--- config.mk ---
export PLATFORM = sky130hd
export DESIGN_NAME = integer_to_roman_numeral
export DESIGN_NICKNAME = d
export VERILOG_FILES = /design/src/rtl/i2r_pkg.sv /design/src/rtl/i2r_front.sv /design/src/rtl/i2r_queue.sv /design/src/rtl/i2r_back.sv /design/src/rtl/integer_to_roman_numeral.sv
export SDC_FILE = /design/constraint.sdc
export NUM_CORES = 1
export LEC_CHECK = 0
export CAP_MARGIN = 10
export CORE_MARGIN = 2
export CORE_UTILIZATION = 30
export CTS_CLUSTER_SIZE = 24
export DETAILED_ROUTE_END_ITERATION = 6
export DONT_BUFFER_PORTS = 1
export REMOVE_ABC_BUFFERS = 1
export SETUP_SLACK_MARGIN = 0.5
export SLEW_MARGIN = 20
export SYNTH_ARGS = -nofsm -noshare
export SYNTH_HDL_FRONTEND = slang
export SYNTH_HIERARCHICAL = 1
export SYNTH_SLANG_ARGS = --single-unit
--- constraint.sdc ---
create_clock -name clk -period 7.1 [get_ports clk]
set_input_delay 1.42 -clock clk [delete_from_list [all_inputs] [get_ports clk]]
set_output_delay 1.42 -clock clk [all_outputs]
set_load 0.02 [all_outputs]
--- src/rtl/i2r_pkg.sv ---
// ============================================================================
// i2r_pkg: shared types, codes and letter tables
// Status codes, the classified item passed from front to back, and the
// digit pattern and letter decoders used to spell out each decimal place.
// ============================================================================
package i2r_pkg;

    typedef enum logic [1:0] {
        STATUS_OK    = 2'd0,
        STATUS_EMPTY = 2'd1,
        STATUS_RANGE = 2'd2
    } status_t;

    // letter selector inside one digit pattern
    typedef enum logic [1:0] {
        SEL_ONE  = 2'd0,
        SEL_FIVE = 2'd1,
        SEL_TEN  = 2'd2
    } sel_t;

    typedef logic [3:0] digit_t;
    typedef logic [1:0] place_t;   // 0 thousands .. 3 units
    typedef logic [1:0] pos_t;     // character within a digit pattern

    typedef struct packed {
        status_t        status;
        digit_t [3:0]   digits;    // digits[0] is the thousands place
    } item_t;

    localparam logic [11:0] MAX_VALUE = 12'd3999;

    localparam logic [6:0] ASCII_M = 7'h4D;
    localparam logic [6:0] ASCII_D = 7'h44;
    localparam logic [6:0] ASCII_C = 7'h43;
    localparam logic [6:0] ASCII_L = 7'h4C;
    localparam logic [6:0] ASCII_X = 7'h58;
    localparam logic [6:0] ASCII_V = 7'h56;
    localparam logic [6:0] ASCII_I = 7'h49;

    // number of letters a decimal digit spells
    function automatic logic [2:0] pattern_len(input digit_t d);
        logic [2:0] len;
        begin
            unique case (d) inside
                4'd1, 4'd5:       len = 3'd1;
                4'd2, 4'd4, 4'd6,
                4'd9:             len = 3'd2;
                4'd3, 4'd7:       len = 3'd3;
                4'd8:             len = 3'd4;
                default:          len = 3'd0;
            endcase
            return len;
        end
    endfunction

    // which of one, five, ten letters sits at position pos of digit d
    function automatic sel_t pattern_sel(input digit_t d, input pos_t pos);
        sel_t sel;
        begin
            unique case (d) inside
                4'd4:                   sel = (pos == 2'd0) ? SEL_ONE : SEL_FIVE;
                4'd5, 4'd6, 4'd7, 4'd8: sel = (pos == 2'd0) ? SEL_FIVE : SEL_ONE;
                4'd9:                   sel = (pos == 2'd0) ? SEL_ONE : SEL_TEN;
                default:                sel = SEL_ONE;
            endcase
            return sel;
        end
    endfunction

    function automatic logic [6:0] place_letter(input place_t place, input sel_t sel);
        logic [6:0] letter;
        begin
            unique case (place)
                2'd0: letter = ASCII_M;
                2'd1: letter = (sel == SEL_ONE) ? ASCII_C :
                               (sel == SEL_FIVE) ? ASCII_D : ASCII_M;
                2'd2: letter = (sel == SEL_ONE) ? ASCII_X :
                               (sel == SEL_FIVE) ? ASCII_L : ASCII_C;
                default: letter = (sel == SEL_ONE) ? ASCII_I :
                                  (sel == SEL_FIVE) ? ASCII_V : ASCII_X;
            endcase
            return letter;
        end
    endfunction

endpackage

--- src/rtl/i2r_front.sv ---
// ============================================================================
// i2r_front: input stage and decimal split
// Accept a value, classify it and register the thousands split; split the
// remainder into hundreds, tens and units on the way into the queue.
// ============================================================================
module i2r_front
    import i2r_pkg::*;
(
    input  logic        clk,
    input  logic        rst_n,
    input  logic        req_valid,
    output logic        req_stall,
    input  logic [11:0] value,
    output logic        push_valid,
    output item_t       push_item,
    input  logic        queue_full
);

    logic        s1_valid_reg, s1_valid_next;
    status_t     s1_status_reg;
    digit_t      s1_thou_reg;
    logic [9:0]  s1_rem_reg;

    status_t     status_c;
    digit_t      thou_c;
    logic [11:0] thou_sub;
    logic        accept;
    digit_t      hund_c, tens_c, unit_c;
    logic [9:0]  rem_h;
    logic [6:0]  rem_t;
    logic [6:0]  tens_sub;

    assign req_stall  = s1_valid_reg && queue_full;
    assign accept     = req_valid && !req_stall;
    assign push_valid = s1_valid_reg;

    // classify and take off the thousands
    always_comb
    begin
        if (value == 12'd0)
            status_c = STATUS_EMPTY;
        else if (value > MAX_VALUE)
            status_c = STATUS_RANGE;
        else
            status_c = STATUS_OK;

        if (value >= 12'd3000)
        begin
            thou_c   = 4'd3;
            thou_sub = 12'd3000;
        end
        else if (value >= 12'd2000)
        begin
            thou_c   = 4'd2;
            thou_sub = 12'd2000;
        end
        else if (value >= 12'd1000)
        begin
            thou_c   = 4'd1;
            thou_sub = 12'd1000;
        end
        else
        begin
            thou_c   = 4'd0;
            thou_sub = 12'd0;
        end
    end

    always_comb
    begin
        s1_valid_next = s1_valid_reg;
        if (accept)
            s1_valid_next = 1'b1;
        else if (s1_valid_reg && !queue_full)
            s1_valid_next = 1'b0;
    end

    always_ff @(posedge clk or negedge rst_n)
    begin
        if (!rst_n)
            s1_valid_reg <= 1'b0;
        else
            s1_valid_reg <= s1_valid_next;
    end

    always_ff @(posedge clk)
    begin
        if (accept)
        begin
            s1_status_reg <= status_c;
            s1_thou_reg   <= thou_c;
            s1_rem_reg    <= 10'(value - thou_sub);
        end
    end

    // hundreds and tens by parallel compares against the multiples
    always_comb
    begin
        hund_c = 4'd0;
        for (int k = 1; k < 10; k++)
        begin
            if (s1_rem_reg >= 10'(k * 100))
                hund_c = 4'(k);
        end
        rem_h = s1_rem_reg - (10'(hund_c) * 10'd100);
        rem_t = 7'(rem_h);

        tens_c = 4'd0;
        for (int k = 1; k < 10; k++)
        begin
            if (rem_t >= 7'(k * 10))
                tens_c = 4'(k);
        end
        tens_sub = 7'(tens_c) * 7'd10;
        unit_c   = 4'(rem_t - tens_sub);
    end

    always_comb
    begin
        push_item.status    = s1_status_reg;
        push_item.digits[0] = s1_thou_reg;
        push_item.digits[1] = hund_c;
        push_item.digits[2] = tens_c;
        push_item.digits[3] = unit_c;
    end

endmodule

--- src/rtl/i2r_queue.sv ---
// ============================================================================
// i2r_queue: item queue between front and back
// Small circular buffer of classified items; head is visible while valid.
// ============================================================================
module i2r_queue
    import i2r_pkg::*;
#(
    parameter int DEPTH = 2
)
(
    input  logic  clk,
    input  logic  rst_n,
    input  logic  push_valid,
    input  item_t push_item,
    output logic  full,
    input  logic  pop,
    output logic  head_valid,
    output item_t head_item
);

    localparam int PTR_W = (DEPTH > 1) ? $clog2(DEPTH) : 1;
    localparam int CNT_W = $clog2(DEPTH + 1);
    localparam logic [PTR_W-1:0] LAST_PTR = PTR_W'(DEPTH - 1);

    item_t            entries [DEPTH];
    logic [PTR_W-1:0] wr_ptr_reg, wr_ptr_next;
    logic [PTR_W-1:0] rd_ptr_reg, rd_ptr_next;
    logic [CNT_W-1:0] count_reg, count_next;
    logic             do_push;

    assign full       = (count_reg == CNT_W'(DEPTH));
    assign head_valid = (count_reg != '0);
    assign head_item  = entries[rd_ptr_reg];
    assign do_push    = push_valid && !full;

    always_comb
    begin
        wr_ptr_next = wr_ptr_reg;
        rd_ptr_next = rd_ptr_reg;
        count_next  = count_reg;
        if (do_push)
            wr_ptr_next = (wr_ptr_reg == LAST_PTR) ? '0 : wr_ptr_reg + 1'b1;
        if (pop)
            rd_ptr_next = (rd_ptr_reg == LAST_PTR) ? '0 : rd_ptr_reg + 1'b1;
        if (do_push && !pop)
            count_next = count_reg + 1'b1;
        else if (pop && !do_push)
            count_next = count_reg - 1'b1;
    end

    always_ff @(posedge clk or negedge rst_n)
    begin
        if (!rst_n)
        begin
            wr_ptr_reg <= '0;
            rd_ptr_reg <= '0;
            count_reg  <= '0;
        end
        else
        begin
            wr_ptr_reg <= wr_ptr_next;
            rd_ptr_reg <= rd_ptr_next;
            count_reg  <= count_next;
        end
    end

    always_ff @(posedge clk)
    begin
        if (do_push)
            entries[wr_ptr_reg] <= push_item;
    end

endmodule

--- src/rtl/i2r_back.sv ---
// ============================================================================
// i2r_back: character sequencer
// Walk the head item's places and pattern positions, one letter per cycle
// while the receiver does not stall, into the output register.
// ============================================================================
module i2r_back
    import i2r_pkg::*;
(
    input  logic       clk,
    input  logic       rst_n,
    input  logic       head_valid,
    input  item_t      head_item,
    output logic       pop,
    output logic       rsp_valid,
    input  logic       rsp_stall,
    output logic [6:0] symbol,
    output logic       last,
    output logic [1:0] status
);

    place_t     place_reg, place_next;
    pos_t       pos_reg, pos_next;
    logic       out_valid_reg, out_valid_next;
    logic [6:0] symbol_reg;
    logic       last_reg;
    status_t    status_reg;

    place_t     cur;
    logic       more;
    digit_t     d;
    logic       digit_done;
    logic [6:0] sym_c;
    logic       last_c;
    logic       item_done;
    logic       advance;

    // first nonzero place at or after the current one
    always_comb
    begin
        cur = place_reg;
        for (int p = 3; p >= 0; p--)
        begin
            if (2'(p) >= place_reg && head_item.digits[2'(p)] != 4'd0)
                cur = 2'(p);
        end
        more = 1'b0;
        for (int p = 0; p < 4; p++)
        begin
            if (2'(p) > cur && head_item.digits[2'(p)] != 4'd0)
                more = 1'b1;
        end
        d          = head_item.digits[cur];
        digit_done = ((3'(pos_reg) + 3'd1) == pattern_len(d));

        if (head_item.status != STATUS_OK)
        begin
            sym_c     = 7'd0;
            last_c    = 1'b1;
            item_done = 1'b1;
        end
        else
        begin
            sym_c     = place_letter(cur, pattern_sel(d, pos_reg));
            last_c    = digit_done && !more;
            item_done = last_c;
        end
    end

    assign advance = head_valid && (!out_valid_reg || !rsp_stall);
    assign pop     = advance && item_done;

    always_comb
    begin
        place_next     = place_reg;
        pos_next       = pos_reg;
        out_valid_next = out_valid_reg && rsp_stall;
        if (advance)
        begin
            out_valid_next = 1'b1;
            if (item_done)
            begin
                place_next = '0;
                pos_next   = '0;
            end
            else if (digit_done)
            begin
                place_next = cur + 1'b1;
                pos_next   = '0;
            end
            else
            begin
                place_next = cur;
                pos_next   = pos_reg + 1'b1;
            end
        end
    end

    always_ff @(posedge clk or negedge rst_n)
    begin
        if (!rst_n)
        begin
            place_reg     <= '0;
            pos_reg       <= '0;
            out_valid_reg <= 1'b0;
        end
        else
        begin
            place_reg     <= place_next;
            pos_reg       <= pos_next;
            out_valid_reg <= out_valid_next;
        end
    end

    always_ff @(posedge clk)
    begin
        if (advance)
        begin
            symbol_reg <= sym_c;
            last_reg   <= last_c;
            status_reg <= head_item.status;
        end
    end

    assign rsp_valid = out_valid_reg;
    assign symbol    = symbol_reg;
    assign last      = last_reg;
    assign status    = status_reg;

endmodule

--- src/rtl/integer_to_roman_numeral.sv ---
// ============================================================================
// integer_to_roman_numeral: binary integer to Roman numeral characters
// Request channel takes a 12-bit value; response channel emits one ASCII
// letter per word, most significant place first, last flag on the final one.
// ============================================================================
//
// Usage:
//   - req_valid/req_stall/value: one integer per word. 1..3999 are spelled
//     out; 0 gives a single word with status empty; 4000..4095 give a single
//     word with status out of range. Symbol is 0 on those.
//   - rsp_valid/rsp_stall/symbol/last/status: one character per word.
//   - Path: the first character of a value goes from the front register
//     through the queue to the output register.
//   - Throughput: the character sequencer emits one word per cycle while
//     the receiver does not stall; a value has 1 to 15 characters (3888 is
//     the longest). The request side keeps accepting one value per cycle
//     until the queue of QUEUE_DEPTH items and the front register fill.
//   - When the receiver stalls, the output register holds its word and the
//     sequencer waits; the front keeps filling the queue independently.
//   - Reset (rst_n low, asynchronous) empties the front register and queue
//     and drops any partly emitted value.
//
module integer_to_roman_numeral
    import i2r_pkg::*;
#(
    parameter int QUEUE_DEPTH = 2
)
(
    input  logic        clk,
    input  logic        rst_n,
    input  logic        req_valid,
    output logic        req_stall,
    input  logic [11:0] value,
    output logic        rsp_valid,
    input  logic        rsp_stall,
    output logic [6:0]  symbol,
    output logic        last,
    output logic [1:0]  status
);

    // front to queue
    logic  push_valid;
    item_t push_item;
    logic  queue_full;

    // queue to back
    logic  head_valid;
    item_t head_item;
    logic  pop;

    // classify the value and split it into decimal places
    i2r_front u_front (
        .clk        (clk),
        .rst_n      (rst_n),
        .req_valid  (req_valid),
        .req_stall  (req_stall),
        .value      (value),
        .push_valid (push_valid),
        .push_item  (push_item),
        .queue_full (queue_full)
    );

    // decouple the one-per-cycle front (stalled while the queue is full) from the multi-cycle back
    i2r_queue #(
        .DEPTH (QUEUE_DEPTH)
    ) u_queue (
        .clk        (clk),
        .rst_n      (rst_n),
        .push_valid (push_valid),
        .push_item  (push_item),
        .full       (queue_full),
        .pop        (pop),
        .head_valid (head_valid),
        .head_item  (head_item)
    );

    // spell the head item one letter per cycle while rsp_stall is low
    i2r_back u_back (
        .clk        (clk),
        .rst_n      (rst_n),
        .head_valid (head_valid),
        .head_item  (head_item),
        .pop        (pop),
        .rsp_valid  (rsp_valid),
        .rsp_stall  (rsp_stall),
        .symbol     (symbol),
        .last       (last),
        .status     (status)
    );

endmodule
==> flow_summary.rst <==
.. list-table::
   :header-rows: 1

   * - Metric
     - Value
   * - Data required time of the critical path
     - 7.25 ns
   * - Routed wirelength normalized by instance count
     - 14.0 um
   * - Clock tree from TritonCTS
     - done
   * - Number of buffers created by CTS
     - 9
   * - Synth Area in Simple Gates
     - 13.4%
   * - CTS Root Cell
     - sky130_fd_sc_hd__clkbuf_16
   * - Post-cts sizing count
     - 0
   * - FMAX
     - 165 MHz
   * - Post-synthesis sequential area ratio
     - 45.7%
   * - Iteration-0 DRC Markers
     - 189
   * - Most common library cell in the layout ignoring fill and taps
     - sky130_fd_sc_hd__edfxtp_1
   * - Power per Cell Area
     - 558 nW/um2
   * - Adder-cell area share of the yosys netlist
     - 5.60%
   * - Cell-by-cell trace of the critical path
     - nor2b_1, a2111o_1, a311oi_2, o31ai_1, ha_1, inv_1, ha_1, a21boi_0, nor2_1, a21oi_1, a311o_1, o31a_4, ha_1, fa_1, or2_2, nor2_1, inv_1, a2111oi_0, nor2_1, nand4_1, xor2_1
   * - Post-route cell area
     - 4860 um2
   * - Post-DP HPWL
     - 6070 um
   * - Clock skew after layout
     - 0.00545 ns
   * - Die Outline Area
     - 15700 um2
   * - Via Count
     - 2946
   * - Hold buffers post-CTS
     - 0
   * - Post-Synthesis Cells
     - 396
   * - Critical path origin
     - u_front/s1_rem_reg[6]
   * - Pre-CTS setup slack
     - 1.06 ns
   * - Cell Area, Synth
     - 4420 um2
   * - Total Nets Final
     - 425
   * - Quantity of I/O buffers inserted on ports
     - 0
   * - Min Clock Period, post-route
     - 6.05 ns
   * - Worst-case hold slack
     - 0.451 ns
   * - H-tree depth
     - 3
   * - Leakage power
     - 1.83 nW
   * - Number of antenna violations at the first check in global routing
     - 0
   * - Post-synthesis xor/xnor area fraction
     - 3.99%
   * - Source-to-sink clock delay at the later pin of the worst-skew pair
     - 0.33 ns
   * - Share of synthesized flip-flops with an asynchronous set or reset
     - 14.5%
   * - Die width
     - 125 um
   * - Largest stage delay on the critical path
     - 0.73 ns
   * - GRT Total Usage
     - 10.6%
   * - Synth cell types
     - 78
   * - GRT Residual Overflow
     - 0
   * - RD Place Congestion
     - 0.832
   * - Via count of the first global-routing pass
     - 2975
   * - Maximum number of pins on one net before global-route repair
     - 20
   * - Compound-cell area share of the yosys netlist
     - 17.9%
   * - Buffers inserted by post-CTS timing repair
     - 0
   * - Synth warnings
     - 6
   * - Final routed DRC violation total
     - 0
   * - Area post-placement
     - 4530 um2
   * - First drt pass iteration count
     - 4
   * - Register clock-pin slew on the reported worst setup and hold paths
     - 0.06 ns
   * - Antenna diode instance count
     - 0
   * - Type of element launching the critical path
     - register
   * - Worst-path fanout max
     - 15
   * - Wire length reported by the detailed router
     - 8120 um
   * - Number of buffers on the longest clock path
     - 2
   * - Final clock period utilization by the worst path
     - 85.2%
   * - Worst-case vdd ir drop
     - 0.000225 V
   * - Setup TNS
     - 0 ns
   * - Cell at the slowest stage of the critical path
     - sky130_fd_sc_hd__nor2_1
   * - Wire length of the first global-routing pass
     - 13900 um
   * - Max FFs per register
     - 36
   * - Remaining antenna violation count
     - 0
   * - Origin of the worst min-delay path
     - u_front/s1_thou_reg[0]
   * - Most area-hungry cell type in the Yosys netlist
     - sky130_fd_sc_hd__edfxtp_1
   * - Arrival time at the worst endpoint
     - 6.20 ns
   * - Core utilization of the finished layout
     - 33.6%
   * - Combinational family with the most area after synthesis
     - compound AO/OA/AOI/OAI gates
   * - Commonest non-fill, non-tap cells in the layout
     - sky130_fd_sc_hd__edfxtp_1, sky130_fd_sc_hd__inv_1, sky130_fd_sc_hd__nor2_1, sky130_fd_sc_hd__nand2_1, sky130_fd_sc_hd__o21ai_0
   * - Synth-to-Final Area Change
     - 9.93%
   * - Post-synth EDFFs
     - 59
   * - Num ports
     - 28
   * - Post-synth top area share
     - 40.0%
   * - Max-cap viol count
     - 0
   * - Final-report max-slew violation count
     - 0
   * - DIE HEIGHT
     - 125 um
   * - # setup viols final
     - 0
   * - Transition time of the tightest slew-check pin
     - 1.03 ns
   * - Final setup margin
     - 1.05 ns
   * - Multiplexer area fraction after synthesis
     - 7.52%
   * - Number of hold-slack violations in the final timing report
     - 0
   * - Primary FF master, synth
     - sky130_fd_sc_hd__edfxtp_1
   * - Slew Limit Headroom
     - 30.9%
   * - Core region area
     - 14500 um2
   * - Vias per cell
     - 5.08
   * - Setup repair after global routing missed its margin
     - false
   * - Cells taking the most area after synthesis
     - sky130_fd_sc_hd__edfxtp_1, sky130_fd_sc_hd__dfrtp_1, sky130_fd_sc_hd__ha_1
   * - Initial Util
     - 30.6%
   * - Min-Delay Path Class
     - register to register
   * - Start-to-end type of the worst setup path
     - register to register
   * - Outcome
     - completed
   * - Mean cell area of the mapped netlist
     - 11.2 um2
   * - Reg2reg start
     - u_front/s1_rem_reg[6]
   * - Clock tree sinks
     - 69
   * - Share of layout cells above drive strength 1
     - 14.4%
   * - Kind of end point of the critical path
     - register
   * - Yosys reg bits
     - 69
   * - Core Rows
     - 44
## path summary, 6_finish.rpt
kind / end / slack (ns) / cells after the start
max in group asynchronous: u_back/rsp_valid / 6.25 / 0
max reg2reg: u_queue/entries[0][15] / 1.05 / 21
min: u_queue/entries[0][0] / 0.45 / 0
max: u_queue/entries[0][15] / 1.05 / 21
min reg2reg: u_queue/entries[0][0] / 0.45 / 0
min in group asynchronous: u_queue/wr_ptr_reg / 0.78 / 0
## cell usage after synthesis, drive strengths merged (2+ instances only)
library cell / count
o21ai: 20
clkbuf: 6
a32o: 2
buf: 12
fa: 3
conb: 2
a22oi: 3
a21oi: 17
mux2: 20
o211ai: 3
a2111oi: 5
o31ai: 2
a21o: 7
or3: 3
o2bb2ai: 2
o21bai: 2
a2111o: 2
a211oi: 5
a311oi: 2
o2111ai: 3
nand3: 7
nor2b: 7
nand4: 5
nand2b: 8
xor2: 7
or2: 8
xnor2: 11
nor2: 27
nor3: 7
o311ai: 2
dfrtp: 10
o211a: 3
o31a: 2
and2: 3
mux2i: 7
inv: 31
edfxtp: 59
ha: 15
a2bb2oi: 2
nand2: 24
o21a: 7
nor4: 7
or4: 2
## layer usage
metal | part of all wire [%] | global-route usage (%) | vias up
li1 | - | - | 1469
met1 | 45 | 13.3 | 1380
met5 | 0 | 0 | -
met4 | 1.8 | 3.79 | 0
met3 | 5.2 | 2.78 | 15
met2 | 48 | 17.8 | 82
## area by class of cell
type / count / area, um2
clock buffer: 9 / 225
clock inverter: 7 / 106
fill: 1420 / 9620
inverter: 31 / 116
multi-input combinational: 279 / 2160
sequential: 69 / 2020
tap: 184 / 230
timing repair buffer: 1 / 7.51
## per-stage QoR
stage / cells / power, mW
finish: 580 / 2.71
global route: 580 / 2.92
CTS: 580 / 2.72
detailed placement: 564 / 2.23
global placement: 564 / 2.18
floorplan: 379 / 1.92
## power breakdown
part	total [mW]	internal [mW]	switching (mW)
registers	0.846	0.713	0.133
logic	1.38	0.567	0.816
clock network	0.482	0.313	0.169
total	2.71	1.59	1.12
## kinds of logic (layout without fill, tap and decap cells)
| group | count (synthesis) | in the layout |
|---|---|---|
| XOR/XNOR | 18 | 18 |
| AO/OA/AOI/OAI | 101 | 101 |
| multiplexers | 27 | 27 |
| AND/OR/NAND/NOR | 112 | 112 |
| adder cells (fa/ha/maj) | 18 | 18 |
| buffers and inverters | 49 | 48 |
| other | 2 | 3 |
| flip-flops | 69 | 69 |
## critical path, delay by kind of cell (launching register included)
kind / cells / cell delay [ns]
AO/OA/AOI/OAI: 8 / 2.13
buffers and inverters: 2 / 0.10
AND/OR/NAND/NOR: 6 / 1.58
flip-flops: 1 / 0.56
adder cells (fa/ha/maj): 4 / 1.29
XOR/XNOR: 1 / 0.20
No activity file was read; power rests on OpenSTA's default activity.
